$ cat src/rtl/rls_pkg.sv
// ----------------------------------------------------------------------------
// rls_pkg
// Types, codes and arithmetic helpers shared by the Richardson solver files.
// ----------------------------------------------------------------------------
`default_nettype none
package rls_pkg;

  localparam int MAX_ORDER_DEF = 64;

  localparam logic [1:0] OP_LOAD_A = 2'd0;
  localparam logic [1:0] OP_LOAD_B = 2'd1;
  localparam logic [1:0] OP_SOLVE  = 2'd2;
  localparam logic [1:0] OP_NONE   = 2'd3;

  localparam logic [1:0] CFG_ORDER = 2'd0;
  localparam logic [1:0] CFG_STEP  = 2'd1;
  localparam logic [1:0] CFG_TOL   = 2'd2;
  localparam logic [1:0] CFG_LIMIT = 2'd3;

  localparam logic [6:0]  ORDER_RST = 7'd64;
  localparam logic [15:0] STEP_RST  = 16'd655;
  localparam logic [47:0] TOL_RST   = 48'd28147;
  localparam logic [19:0] LIMIT_RST = 20'd100000;

  typedef struct packed {
    logic [1:0]         op;
    logic [5:0]         row;
    logic [5:0]         column;
    logic signed [31:0] value;
  } req_t;

  typedef struct packed {
    logic [5:0]         index;
    logic signed [31:0] solution;
    logic               last;
    logic               converged;
    logic [19:0]        iterations;
  } rsp_t;

  typedef struct packed {
    logic        ld_a;
    logic        ld_b;
    logic        init_vld;
    logic        prod_vld;
    logic [1:0]  prod_sel;
    logic        mac_vld;
    logic        mac_first;
    logic        mac_last;
    logic        row0;
    logic        upd_vld;
    logic        out_rd;
    logic        out_ld;
    logic        out_last;
    logic        converged;
    logic [19:0] iterations;
    logic [5:0]  i;
    logic [5:0]  j;
  } cmd_t;

  typedef struct packed {
    logic busy;
    logic below;
  } status_t;

  function automatic logic signed [31:0] sat32(input logic signed [49:0] v);
    logic signed [31:0] r;
    if (v > 50'sd2147483647) r = 32'sh7fffffff;
    else if (v < -50'sd2147483648) r = 32'sh80000000;
    else r = v[31:0];
    return r;
  endfunction

  function automatic logic signed [49:0] sx50(input logic [31:0] v);
    return $signed({{18{v[31]}}, v});
  endfunction

  function automatic logic signed [63:0] sadd64(input logic signed [63:0] a,
                                                input logic signed [63:0] b);
    logic [64:0] s;
    logic signed [63:0] r;
    s = {a[63], a} + {b[63], b};
    if (s[64] != s[63]) r = s[64] ? {1'b1, 63'b0} : {1'b0, {63{1'b1}}};
    else r = s[63:0];
    return r;
  endfunction

  function automatic logic [63:0] uadd64(input logic [63:0] a, input logic [63:0] b);
    logic [64:0] s;
    s = {1'b0, a} + {1'b0, b};
    return s[64] ? {64{1'b1}} : s[63:0];
  endfunction

endpackage
`default_nettype wire

$ cat src/rtl/rls_ctrl.sv
// ----------------------------------------------------------------------------
// rls_ctrl
// Sequencer for load, solve phases, convergence decision and result output.
// ----------------------------------------------------------------------------
`default_nettype none
module rls_ctrl import rls_pkg::*; #(
  parameter int MAX_ORDER = MAX_ORDER_DEF
) (
  input  wire logic        clk,
  input  wire logic        rst,
  input  wire logic        req_valid,
  output logic             req_ready,
  input  wire logic [1:0]  req_op,
  output logic             rsp_valid,
  input  wire logic        rsp_ready,
  input  wire logic [6:0]  order,
  input  wire logic [19:0] iteration_limit,
  input  wire status_t     status,
  output cmd_t             cmd
);

  localparam int IW = (MAX_ORDER > 1) ? $clog2(MAX_ORDER) : 1;

  typedef enum logic [11:0] {
    S_IDLE    = 12'b000000000001,
    S_INIT    = 12'b000000000010,
    S_INIT_DR = 12'b000000000100,
    S_PROD    = 12'b000000001000,
    S_RES     = 12'b000000010000,
    S_RES_DR  = 12'b000000100000,
    S_CHECK   = 12'b000001000000,
    S_UPD     = 12'b000010000000,
    S_UPD_DR  = 12'b000100000000,
    S_OUT_RD  = 12'b001000000000,
    S_OUT_LD  = 12'b010000000000,
    S_OUT_WT  = 12'b100000000000
  } state_t;

  state_t state, state_next;
  logic [IW-1:0] i, i_next, j, j_next, last_idx;
  logic [1:0] k, k_next;
  logic [19:0] count, count_next;
  logic done, done_next;
  logic [6:0] n7;
  logic i_last, j_last, req_acc;

  assign n7 = (order == 7'd0) ? 7'd1 : (order > 7'(MAX_ORDER)) ? 7'(MAX_ORDER) : order;
  assign last_idx = IW'(n7 - 7'd1);
  assign i_last = i == last_idx;
  assign j_last = j == last_idx;
  assign req_ready = state == S_IDLE;
  assign rsp_valid = state == S_OUT_WT;
  assign req_acc = req_valid && req_ready;

  always_comb begin
    state_next = state;
    i_next = i;
    j_next = j;
    k_next = k;
    count_next = count;
    done_next = done;
    cmd = '0;
    cmd.i = 6'(i);
    cmd.j = 6'(j);
    cmd.prod_sel = k;
    cmd.out_last = i_last;
    cmd.converged = done;
    cmd.iterations = count;
    unique case (state)
      S_IDLE: begin
        cmd.ld_a = req_acc && req_op == OP_LOAD_A;
        cmd.ld_b = req_acc && req_op == OP_LOAD_B;
        if (req_acc && req_op == OP_SOLVE) begin
          state_next = S_INIT;
          i_next = '0;
          count_next = '0;
        end
      end
      S_INIT: begin
        cmd.init_vld = 1'b1;
        cmd.row0 = i == '0;
        if (i_last) state_next = S_INIT_DR;
        else i_next = i + 1'b1;
      end
      S_INIT_DR: begin
        if (!status.busy) begin
          state_next = S_PROD;
          k_next = '0;
        end
      end
      S_PROD: begin
        cmd.prod_vld = 1'b1;
        k_next = k + 1'b1;
        if (k == 2'd3) begin
          state_next = S_RES;
          i_next = '0;
          j_next = '0;
        end
      end
      S_RES: begin
        cmd.mac_vld = 1'b1;
        cmd.mac_first = j == '0;
        cmd.mac_last = j_last;
        cmd.row0 = i == '0;
        if (j_last) begin
          j_next = '0;
          if (i_last) state_next = S_RES_DR;
          else i_next = i + 1'b1;
        end else begin
          j_next = j + 1'b1;
        end
      end
      S_RES_DR: begin
        if (!status.busy) state_next = S_CHECK;
      end
      S_CHECK: begin
        done_next = status.below;
        i_next = '0;
        if (status.below || count >= iteration_limit) state_next = S_OUT_RD;
        else state_next = S_UPD;
      end
      S_UPD: begin
        cmd.upd_vld = 1'b1;
        if (i_last) state_next = S_UPD_DR;
        else i_next = i + 1'b1;
      end
      S_UPD_DR: begin
        if (!status.busy) begin
          count_next = count + 1'b1;
          state_next = S_RES;
          i_next = '0;
          j_next = '0;
        end
      end
      S_OUT_RD: begin
        cmd.out_rd = 1'b1;
        state_next = S_OUT_LD;
      end
      S_OUT_LD: begin
        cmd.out_ld = 1'b1;
        state_next = S_OUT_WT;
      end
      S_OUT_WT: begin
        if (rsp_ready) begin
          if (i_last) state_next = S_IDLE;
          else begin
            i_next = i + 1'b1;
            state_next = S_OUT_RD;
          end
        end
      end
      default: state_next = S_IDLE;
    endcase
  end

  always_ff @(posedge clk) begin
    if (rst) begin
      state <= S_IDLE;
      i <= '0;
      j <= '0;
      k <= '0;
      count <= '0;
      done <= 1'b0;
    end else begin
      state <= state_next;
      i <= i_next;
      j <= j_next;
      k <= k_next;
      count <= count_next;
      done <= done_next;
    end
  end

  a_no_overlap: assert property (@(posedge clk) disable iff (rst)
    !(req_ready && rsp_valid)) else $error("request taken while result pending");
  a_last_idle: assert property (@(posedge clk) disable iff (rst)
    (rsp_valid && rsp_ready && i_last) |=> req_ready)
    else $error("not idle after final result");
  a_count_bound: assert property (@(posedge clk) disable iff (rst)
    rsp_valid |-> (count <= iteration_limit || done))
    else $error("iteration count beyond limit");
  a_drain_clean: assert property (@(posedge clk) disable iff (rst)
    (state == S_CHECK) |-> !status.busy) else $error("check with pipeline busy");

endmodule
`default_nettype wire

$ cat config.mk
export PLATFORM = sky130hd
export DESIGN_NAME = rls_ctrl
export DESIGN_NICKNAME = d
export VERILOG_FILES = /design/src/rtl/rls_pkg.sv /design/src/rtl/rls_ctrl.sv
export SDC_FILE = /design/constraint.sdc
export NUM_CORES = 1
export LEC_CHECK = 0
export BUFFER_PORTS_ARGS = -buffer_cell sky130_fd_sc_hd__buf_4
export CORE_MARGIN = 1.5
export CORE_UTILIZATION = 25
export CTS_BUF_LIST = sky130_fd_sc_hd__clkbuf_4 sky130_fd_sc_hd__clkbuf_8 sky130_fd_sc_hd__clkbuf_16
export CTS_CLUSTER_DIAMETER = 120
export CTS_CLUSTER_SIZE = 10
export DETAILED_ROUTE_END_ITERATION = 8
export GPL_ROUTABILITY_DRIVEN = 0
export PLACE_DENSITY_LB_ADDON = 0.12
export SETUP_SLACK_MARGIN = 0.3
export SLEW_MARGIN = 25
export SYNTH_ARGS = -nofsm -noshare
export SYNTH_HDL_FRONTEND = slang
export SYNTH_SLANG_ARGS = --single-unit
$ cat constraint.sdc
create_clock -name clk -period 3.65 [get_ports clk]
set_input_delay 0 -clock clk [delete_from_list [all_inputs] [get_ports clk]]
set_output_delay 0 -clock clk [all_outputs]
set_load 0.03 [all_outputs]
==> results of run 1 <==
## layout by cell type (no fill, tap or decap), types with 8 or more instances in the layout
cell type   n
o21ai_0    12
xor2_1     18
or2_2       8
or3_1       8
nand2_1    30
a21oi_1    17
nand3_1    11
inv_1      31
nor2_1     47
a21o_1     12
dfxtp_1    47
buf_4      86
and3_1     12
nor3_1     10
ha_1       27
nand4_1    12
xnor2_1    12
nor4_1      8
## report_power, final
part / switching, uW / internal, uW / leakage (uW)
registers: 11.9 / 519 / 0.000379
clock network: 223 / 326 / 0.0000804
logic: 197 / 141 / 0.00159
total: 432 / 986 / 0.00205
## layout make-up
type / instances / area [sq um]
fillers: 1452 / 9335
multi-input cells: 337 / 2379
flip-flops and latches: 47 / 940.9
repair buffers: 87 / 655.6
well taps: 180 / 225.2
clock buffers: 5 / 125.1
inverters: 32 / 120.1
clock inverters: 3 / 46.29
## timing repair
action                     4_1_cts  5_1_grt
hold buffers                     1        0
setup endpoints to repair        0        2
gates resized for setup          0        0
setup buffers                    0        1
hold endpoints to repair         1        0
## per-stage QoR
step / worst slack (ns) / util / area [sq um]
floorplan: 0.7459 / - / 3536
global placement: 0.4218 / 0.3112 / 4303
detailed placement: 0.3730 / 0.3112 / 4303
CTS: 0.6052 / 0.3243 / 4484
global route: 0.5693 / 0.3249 / 4492
finish: 0.7752 / 0.3249 / 4492
## flip-flops by register name (all words and copies together) (netlist names)
name / cells
count: 20
done: 1
i: 6
j: 6
k: 2
state: 12
## worst min-delay path, stage by stage
cell and delay, ns:
buf_4 0.08, nor2_1 0.06, nor2_1 0.08, nor2_1 0.04
## kinds of logic (layout without fill, tap and decap cells)
kind of cell / count (synthesis) / in the layout / share of synthesized area
compound gates: 85 / 85 / 0.1872
mux: 3 / 3 / 0.008493
flops: 47 / 47 / 0.2661
simple gates: 192 / 192 / 0.3072
fa+ha+maj: 27 / 27 / 0.09554
xor+xnor: 30 / 30 / 0.07431
buf+inv: 50 / 127 / 0.06122
## worst min-delay path by stage
stage | from | endpoint | slack, ns | cells past startpoint
5_1_grt | rsp_ready | state[11] | 0.03 | 4
4_1_cts | rsp_ready | state[11] | 0.01 | 4
3_5_place_dp | req_op[1] | cmd[45] | 0.29 | 3
2_1_floorplan | req_op[1] | cmd[45] | 0.11 | 1
6_report | rsp_ready | state[11] | 0.01 | 4
3_3_place_gp | req_op[1] | cmd[45] | 0.28 | 3
## metal layers
layer	track usage	wire length, microns
met5	0	0
met4	0.03897	104
met3	0.02200	336
met2	0.2156	4578
met1	0.1937	5154
==> impl_metrics.csv, run 1 <==
group,metric,value,unit
run_status,status,"finished clean",
timing,tightest_slew,0.8033,ns
clock_tree,clock_latency,0.30,ns
timing,tns,0,ns
floorplan,core,13830,sq um
synth,yosysTopAreaCellShare,0.2661,
setup_path,crit_type,"flip-flop to flip-flop",
setup_path,critPathCapture,"j[0]",
synth,synth_seq_area_share,0.2661,
power,cellPowerDensity,315.7,nW/um^2
route,drc,0,
grt,grt_pass1_wl,16.26,mm
hold_path,hold_class,"primary input to flip-flop",
floorplan,fp.dieArea,14870,sq um
placement,place_hpwl,7.854,mm
grt,overflow,0,
layout,fin_cells,691,
placement,dp.cells,681,
setup_path,startpoint_type,"flip-flop",
timing,finalHoldViolCount,0,
setup_path,cp.buffers_inverters,0,
route,detail_route.iter0.violations,184,
synth,yosysWarnings,0,
synth,post_synth_most_frequent_cells,"dfxtp_1 (47), nor2_1 (47), inv_1 (31)",
clock_tree,htreeDepth,2,
synth,synth_edf_count,0,
synth,synth.distinct_cells,72,
setup_path,cp_slowest_cell,"a211oi_2",
timing,fin_skew,0.01093,ns
grt,grt_use_total,0.1374,
synth,async_flop_share,0,
floorplan,fp-row-count,43,
timing,report.final.slew_viol_count,0,
setup_path,worstSetupEndpointType,"flip-flop",
route,wl_per_cell,14.72,microns
setup_path,rr_endpoint,"j[0]",
floorplan,start_util,0.2557,
floorplan,die_h,121.9,microns
setup_path,crit_fanout,8,
grt,grt_antenna_before_repair,0,
synth,ys_seq_elements,47,
floorplan,die_w,121.9,microns
timing,fmax,347.8,MHz
synth,yosys-top-cells-area,"dfxtp_1 (27%), ha_1 (9.6%), nor2_1 (5.0%), xor2_1 (4.5%), inv_1 (3.3%)",
synth,synth_nets,496,
setup_path,reg2regPathDepth,7,
setup_path,crit_top_cell,"nor2_1",
setup_path,r2r_slack,0.78,ns
placement,port-buffer-count,83,
setup_path,cp-startpoint,"state[11]",
timing,timing.final.crit_period,2.875,ns
route,via_per_inst,4.861,
setup_path,crit_family,"simple AND/OR/NAND/NOR gates",
setup_path,cp.depth,7,
synth,postSynthAreaPerCell,8.147,sq um
power,power,1418,uW
timing,maxSlewHeadroom,0.4506,
clock_tree,clock-sinks,47,
layout,final_nets,572,
setup_path,max_stage_delay,0.66,ns
setup_path,critical_path_required,3.83,ns
layout,diodes,0,
setup_path,crit_path_cell_trace,"or4_1 > nor2_1 > nand4b_1 > a211oi_2 > o221ai_1 > nand2_1 > nor2_1",
grt,grt_pass1_vias,3126,
run,max_cap_viol_count,0,
layout,drive_gt1_frac,0.2466,
clock_tree,clock_path_buffers,2,
timing,setup_viol,0,
synth,synth_flop_cell,"dfxtp_1",
floorplan,ios,84,
route,via_count,3359,
clock_tree,cts-buffers-inserted,5,
timing,fin_hold_ws,0.01273,ns
setup_path,worstPathArrival,3.06,ns
power,ir_drop,0.1537,mV
layout,syn_to_final_growth,27.03,%
route,drt_first_pass_iters,4,
clock_tree,clk_pin_slew,0.07,ns
setup_path,r2r_start,"state[11]",
synth,synth_top_cell_by_area,"dfxtp_1",
grt,grt_max_degree,23,
route,wirelength,10.17,mm
clock_tree,cts-root-buf,"clkbuf_16",
power,power_leakage,0.002046,uW
clock_tree,tritoncts,"done",
route,ant_nets,0,
synth,syn-instance-count,434,
timing,fin_crit_sh,0.7876,
timing,grt_setup_unrepaired,"false",
synth,netlist_area,3536,sq um
Note: power is estimated with default switching activity, not from simulation.
==> run 2, diff against run 1 <==
==> constraint.sdc (replaced) <==
create_clock -name clk -period 2.8 [get_ports clk]
set_input_delay 0 -clock clk [delete_from_list [all_inputs] [get_ports clk]]
set_output_delay 0 -clock clk [all_outputs]
set_load 0.03 [all_outputs]
==> run 2 against run 1 <==
Compared with the run above:
- global-route usage grew 1.3 points
- core utilization is 4.8 points higher
- critical path type unchanged
- worst setup slack worse by 0.53 ns
- power rose by 39%
- sequential power grew 29%
- critical path depth rose by 2
==> impl_metrics.csv, run 2 (same netlist as run 1, synthesis figures left out) <==
group,metric,value,unit
run_status,status,"finished clean",
clock_tree,tritoncts,"done",
grt,grt_pass1_wl,17.37,mm
timing,report.final.slew_viol_count,0,
placement,port-buffer-count,83,
power,ir_drop,0.2149,mV
grt,grt_antenna_before_repair,0,
clock_tree,clock_path_buffers,2,
route,wl_per_cell,15.30,microns
floorplan,core,13830,sq um
setup_path,critical_path_required,2.99,ns
floorplan,fp.dieArea,14870,sq um
hold_path,hold_class,"primary input to flip-flop",
setup_path,crit_fanout,4,
route,via_count,3588,
run,max_cap_viol_count,0,
route,via_per_inst,4.797,
layout,syn_to_final_growth,45.86,%
route,drt_first_pass_iters,6,
layout,largest_register,"count",
timing,fin_ws,0.2428,ns
timing,fin_crit_sh,0.9133,
floorplan,die_h,121.9,microns
placement,place_ws,0.02970,ns
grt,grt_use_total,0.1500,
timing,fin_skew,0.004455,ns
layout,final_common_cell,"buf_4",
route,ant_nets,0,
floorplan,ios,84,
layout,final_cell_mix,"buf_4 (136), nor2_1 (44), dfxtp_1 (40)",
timing,timing.final.crit_period,2.557,ns
setup_path,crit_type,"flip-flop to flip-flop",
floorplan,start_util,0.2557,
layout,final_nets,629,
layout,reg_top3,"count x20, state x12",
clock_tree,clk_pin_slew,0.07,ns
layout,diodes,0,
timing,maxSlewHeadroom,0.6273,
route,detail_route.iter0.violations,178,
grt,grt_pass1_vias,3374,
setup_path,worstPathArrival,2.75,ns
floorplan,fp-row-count,43,
floorplan,die_w,121.9,microns
timing,grt_setup_unrepaired,"true",
clock_tree,clock_latency,0.30,ns
timing,fmax,391.1,MHz
route,wirelength,11.45,mm
power,cellPowerDensity,382.2,nW/um^2
setup_path,startpoint_type,"flip-flop",
timing,tightest_slew,0.5532,ns
clock_tree,clock-sinks,47,
timing,tns,0,ns
power,power_leakage,0.002412,uW
layout,drive_gt1_frac,0.3768,
layout,largest_reg_flops,20,
placement,place_hpwl,8.637,mm
route,drc,0,
timing,setup_viol,0,
clock_tree,htreeDepth,2,
clock_tree,cts-buffers-inserted,5,
grt,overflow,0,
setup_path,worstSetupEndpointType,"flip-flop",
timing,finalHoldViolCount,0,
clock_tree,cts-root-buf,"clkbuf_16",
grt,grt_max_degree,23,
[run 2: metal layers]
layer / up-vias / part of all wire / global-route usage
li1: 1834 / - / -
met1: 1679 / 0.49 / 0.2124
met2: 69 / 0.46 / 0.2363
met3: 6 / 0.039 / 0.02949
met4: 0 / 0.0083 / 0.02941
met5: - / 0 / 0
[run 2: final timing paths]
kind | from | to | slack, ns | depth (start not counted)
setup reg to reg | state[4] | i[1] | 0.24 | 9
hold / removal | rst | state[2] | 0.07 | 2
setup / recovery | state[4] | i[1] | 0.24 | 9
hold reg to reg | done | done | 0.51 | 2
[run 2: layout make-up]
type                       instances  area [sq um]
multi-input combinational        337          2580
inverter                          32         120.1
fill                            1422          8670
tap                              180         225.2
timing repair buffer             144          1132
clock buffer                       6         132.6
clock inverter                     2         12.51
sequential                        47         954.7
[run 2: per-stage QoR]
step                      hold slack (ns)  utilization  instance area, sq um  power [uW]  std cells
final                             0.06985       0.3730                  5157        1971        748
after detailed placement           0.2901       0.3393                  4692        1244        725
after floorplan                    0.1145            -                  3592        1027        434
after global placement             0.2823       0.3393                  4692        1239        725
after CTS                         0.05260       0.3569                  4935        1912        741
after global routing              0.07885       0.3730                  5157        2067        748
[run 2: power by group]
group / internal, uW / switching [uW]
combinational: 331 / 331
clock: 340 / 285
sequential: 676 / 8.21
[run 2: what timing repair did]
action / 4_1_cts / 5_1_grt
hold buffers: 1 / 0
endpoints found under the setup margin: 32 / 33
setup buffers: 7 / 6
cloned: 0 / 1
gates resized for setup: 11 / 37
pin swaps: 4 / 13
hold endpoints to repair: 1 / 0
[run 2: critical path, cell delays in order (launching register included)]
cell and delay, ns:
dfxtp_2 0.32, or4_4 0.59, or4b_4 0.60, nor2_4 0.13, a2111oi_2 0.06, buf_4 0.18, o221a_4 0.11, a21bo_4 0.21
nor4bb_4 0.05, a31o_1 0.19
==> run 3, diff against run 2 <==
--- a/config.mk
+++ b/config.mk
@@ -7,9 +7,9 @@
 export LEC_CHECK = 0
 export BUFFER_PORTS_ARGS = -buffer_cell sky130_fd_sc_hd__buf_4
 export CORE_MARGIN = 1.5
-export CORE_UTILIZATION = 25
+export CORE_UTILIZATION = 50
 export CTS_BUF_LIST = sky130_fd_sc_hd__clkbuf_4 sky130_fd_sc_hd__clkbuf_8 sky130_fd_sc_hd__clkbuf_16
-export CTS_CLUSTER_DIAMETER = 120
+export CTS_CLUSTER_DIAMETER = 60
 export CTS_CLUSTER_SIZE = 10
 export DETAILED_ROUTE_END_ITERATION = 8
 export GPL_ROUTABILITY_DRIVEN = 0
==> run 3 against run 2 <==
Compared with the run above:
- worst hold slack got worse by 0.068 ns
- register-to-register slack lost 0.04 ns
- cell count shrank 14%
- wire length down 13%
- sequential cell count unchanged
- worst setup slack worse by 0.038 ns
- die area fell by 49%
- final area decreased by 7.5%
- clock power shrank 31%
- non-clock buffer count down 23
- largest cell class unchanged
==> impl_metrics.csv, run 3 (same netlist as run 1, synthesis figures left out) <==
group,metric,value,unit
clock_tree,cts-root-buf,"clkbuf_8",
layout,diodes,0,
floorplan,fp.dieArea,7586,sq um
layout,reg_top3,"count x20, state x12",
timing,setup_viol,0,
floorplan,die_w,87.10,microns
setup_path,critical_path_required,3.01,ns
grt,grt_pass1_vias,3484,
layout,drive_gt1_frac,0.3388,
setup_path,worstSetupEndpointType,"flip-flop",
layout,largest_register,"count",
setup_path,startpoint_type,"flip-flop",
setup_path,reg2regPathDepth,6,
grt,overflow,0,
grt,grt_pass1_wl,16.06,mm
clock_tree,tritoncts,"done",
timing,finalHoldViolCount,0,
floorplan,die_h,87.10,microns
route,drc,0,
grt,grt_antenna_before_repair,0,
run,max_cap_viol_count,0,
floorplan,start_util,0.5176,
power,pwr-share-clk,0.253,
route,via_count,3735,
hold_path,holdPathStages,4,
power,ir_drop,0.2050,mV
power,p_int,1144,uW
clock_tree,htreeDepth,2,
timing,timing.final.crit_period,2.596,ns
clock_tree,clock-sinks,47,
route,wirelength,10.01,mm
placement,port-buffer-count,83,
timing,grt_setup_unrepaired,"true",
timing,report.final.slew_viol_count,0,
layout,final_common_cell,"buf_4",
timing,maxSlewHeadroom,0.6527,
floorplan,core,6832,sq um
floorplan,ios,84,
layout,syn_to_final_growth,34.93,%
layout,final_cell_mix,"buf_4 (117), nor2_1 (44), dfxtp_1 (42)",
timing,fin_skew,0.01446,ns
clock_tree,clock_latency,0.31,ns
layout,fin_cells,642,
power,cellPowerDensity,356.0,nW/um^2
setup_path,worstPathArrival,2.81,ns
power,swShare,0.3267,
route,drt_first_pass_iters,7,
power,power_leakage,0.002224,uW
route,via_per_inst,5.818,
route,wl_per_cell,15.59,microns
route,detail_route.iter0.violations,226,
clock_tree,clock_path_buffers,2,
layout,final_nets,607,
timing,tightest_slew,0.5078,ns
hold_path,hold_class,"primary input to flip-flop",
timing,fin_crit_sh,0.9270,
run_status,status,"finished clean",
route,ant_nets,0,
power,combinationalPowerShare,0.343,
placement,dp.cells,619,
clock_tree,cts-buffers-inserted,5,
timing,fmax,385.3,MHz
power,p_sw,555.0,uW
setup_path,crit_fanout,6,
power,p_seq_frac,0.404,
layout,largest_reg_flops,20,
placement,place_hpwl,7.397,mm
setup_path,crit_type,"flip-flop to flip-flop",
grt,grt_use_total,0.2625,
clock_tree,clk_pin_slew,0.10,ns
grt,grt_max_degree,23,
floorplan,fp-row-count,30,
layout,final_util,0.6984,
-- run 3: path summary, 6_finish.rpt --
kind                            slack (ns)        end  startpoint
worst max-delay path                  0.20   state[5]    state[9]
worst min-delay path                 0.002  state[11]   rsp_ready
worst max register to register        0.20   state[5]    state[9]
worst min register to register        0.47       done        done
-- run 3: per-stage QoR --
step           setup TNS, ns  setup slack, ns  area (sq um)  hold slack [ns]  total power, uW
2_1_floorplan              0           0.1703          3592           0.1145             1027
3_5_place_dp         -0.3581         -0.07727          4409           0.2766             1166
3_3_place_gp               0       0.00002776          4409           0.2717             1156
5_1_grt                    0           0.1307          4771          0.01118             1793
4_1_cts                    0           0.2560          4606         0.002489             1640
6_report                   0           0.2044          4771         0.001777             1699
-- run 3: critical path, cell delays in order, from the launching register on --
cell	delay [ns]
dfxtp_4	0.36
or4_4	0.55
or4_4	0.54
or2_2	0.39
o2111ai_4	0.35
nor3_1	0.09
a31o_2	0.22
-- run 3: per-layer routing --
layer	part of all wire	routed length [microns]	track usage	vias up
met5	0	0	0	-
met1	0.41	4090	0.3304	1747
met2	0.51	5083	0.4538	163
met3	0.066	658	0.04739	25
met4	0.017	174	0.08514	0
li1	-	-	-	1800
-- run 3: power groups by stage --
stage,sequential (uW),combinational (uW),clock [uW]
2_1_floorplan,705,322,0
3_3_place_gp,702,454,0
3_5_place_dp,702,464,0
4_1_cts,688,511,441
5_1_grt,688,623,482
6_report,686,582,430
-- run 3: layout make-up --
type                    count  area, sq um
multi-input cells         338         2567
flip-flops and latches     47        952.2
clock inverters             2        12.51
fillers                   582         2061
clock buffers               6        76.32
well taps                  96        120.1
repair buffers            121        922.1
inverters                  32        120.1
-- run 3: repair_timing --
| action | 4_1_cts | 5_1_grt |
|---|---|---|
| buffers inserted | 6 | 7 |
| resized for setup | 11 | 25 |
| setup endpoints to repair | 24 | 39 |
| hold buffers | 1 | 0 |
| cloned | 1 | 0 |
| pin swaps | 5 | 10 |
| endpoints found under the hold margin | 1 | 0 |
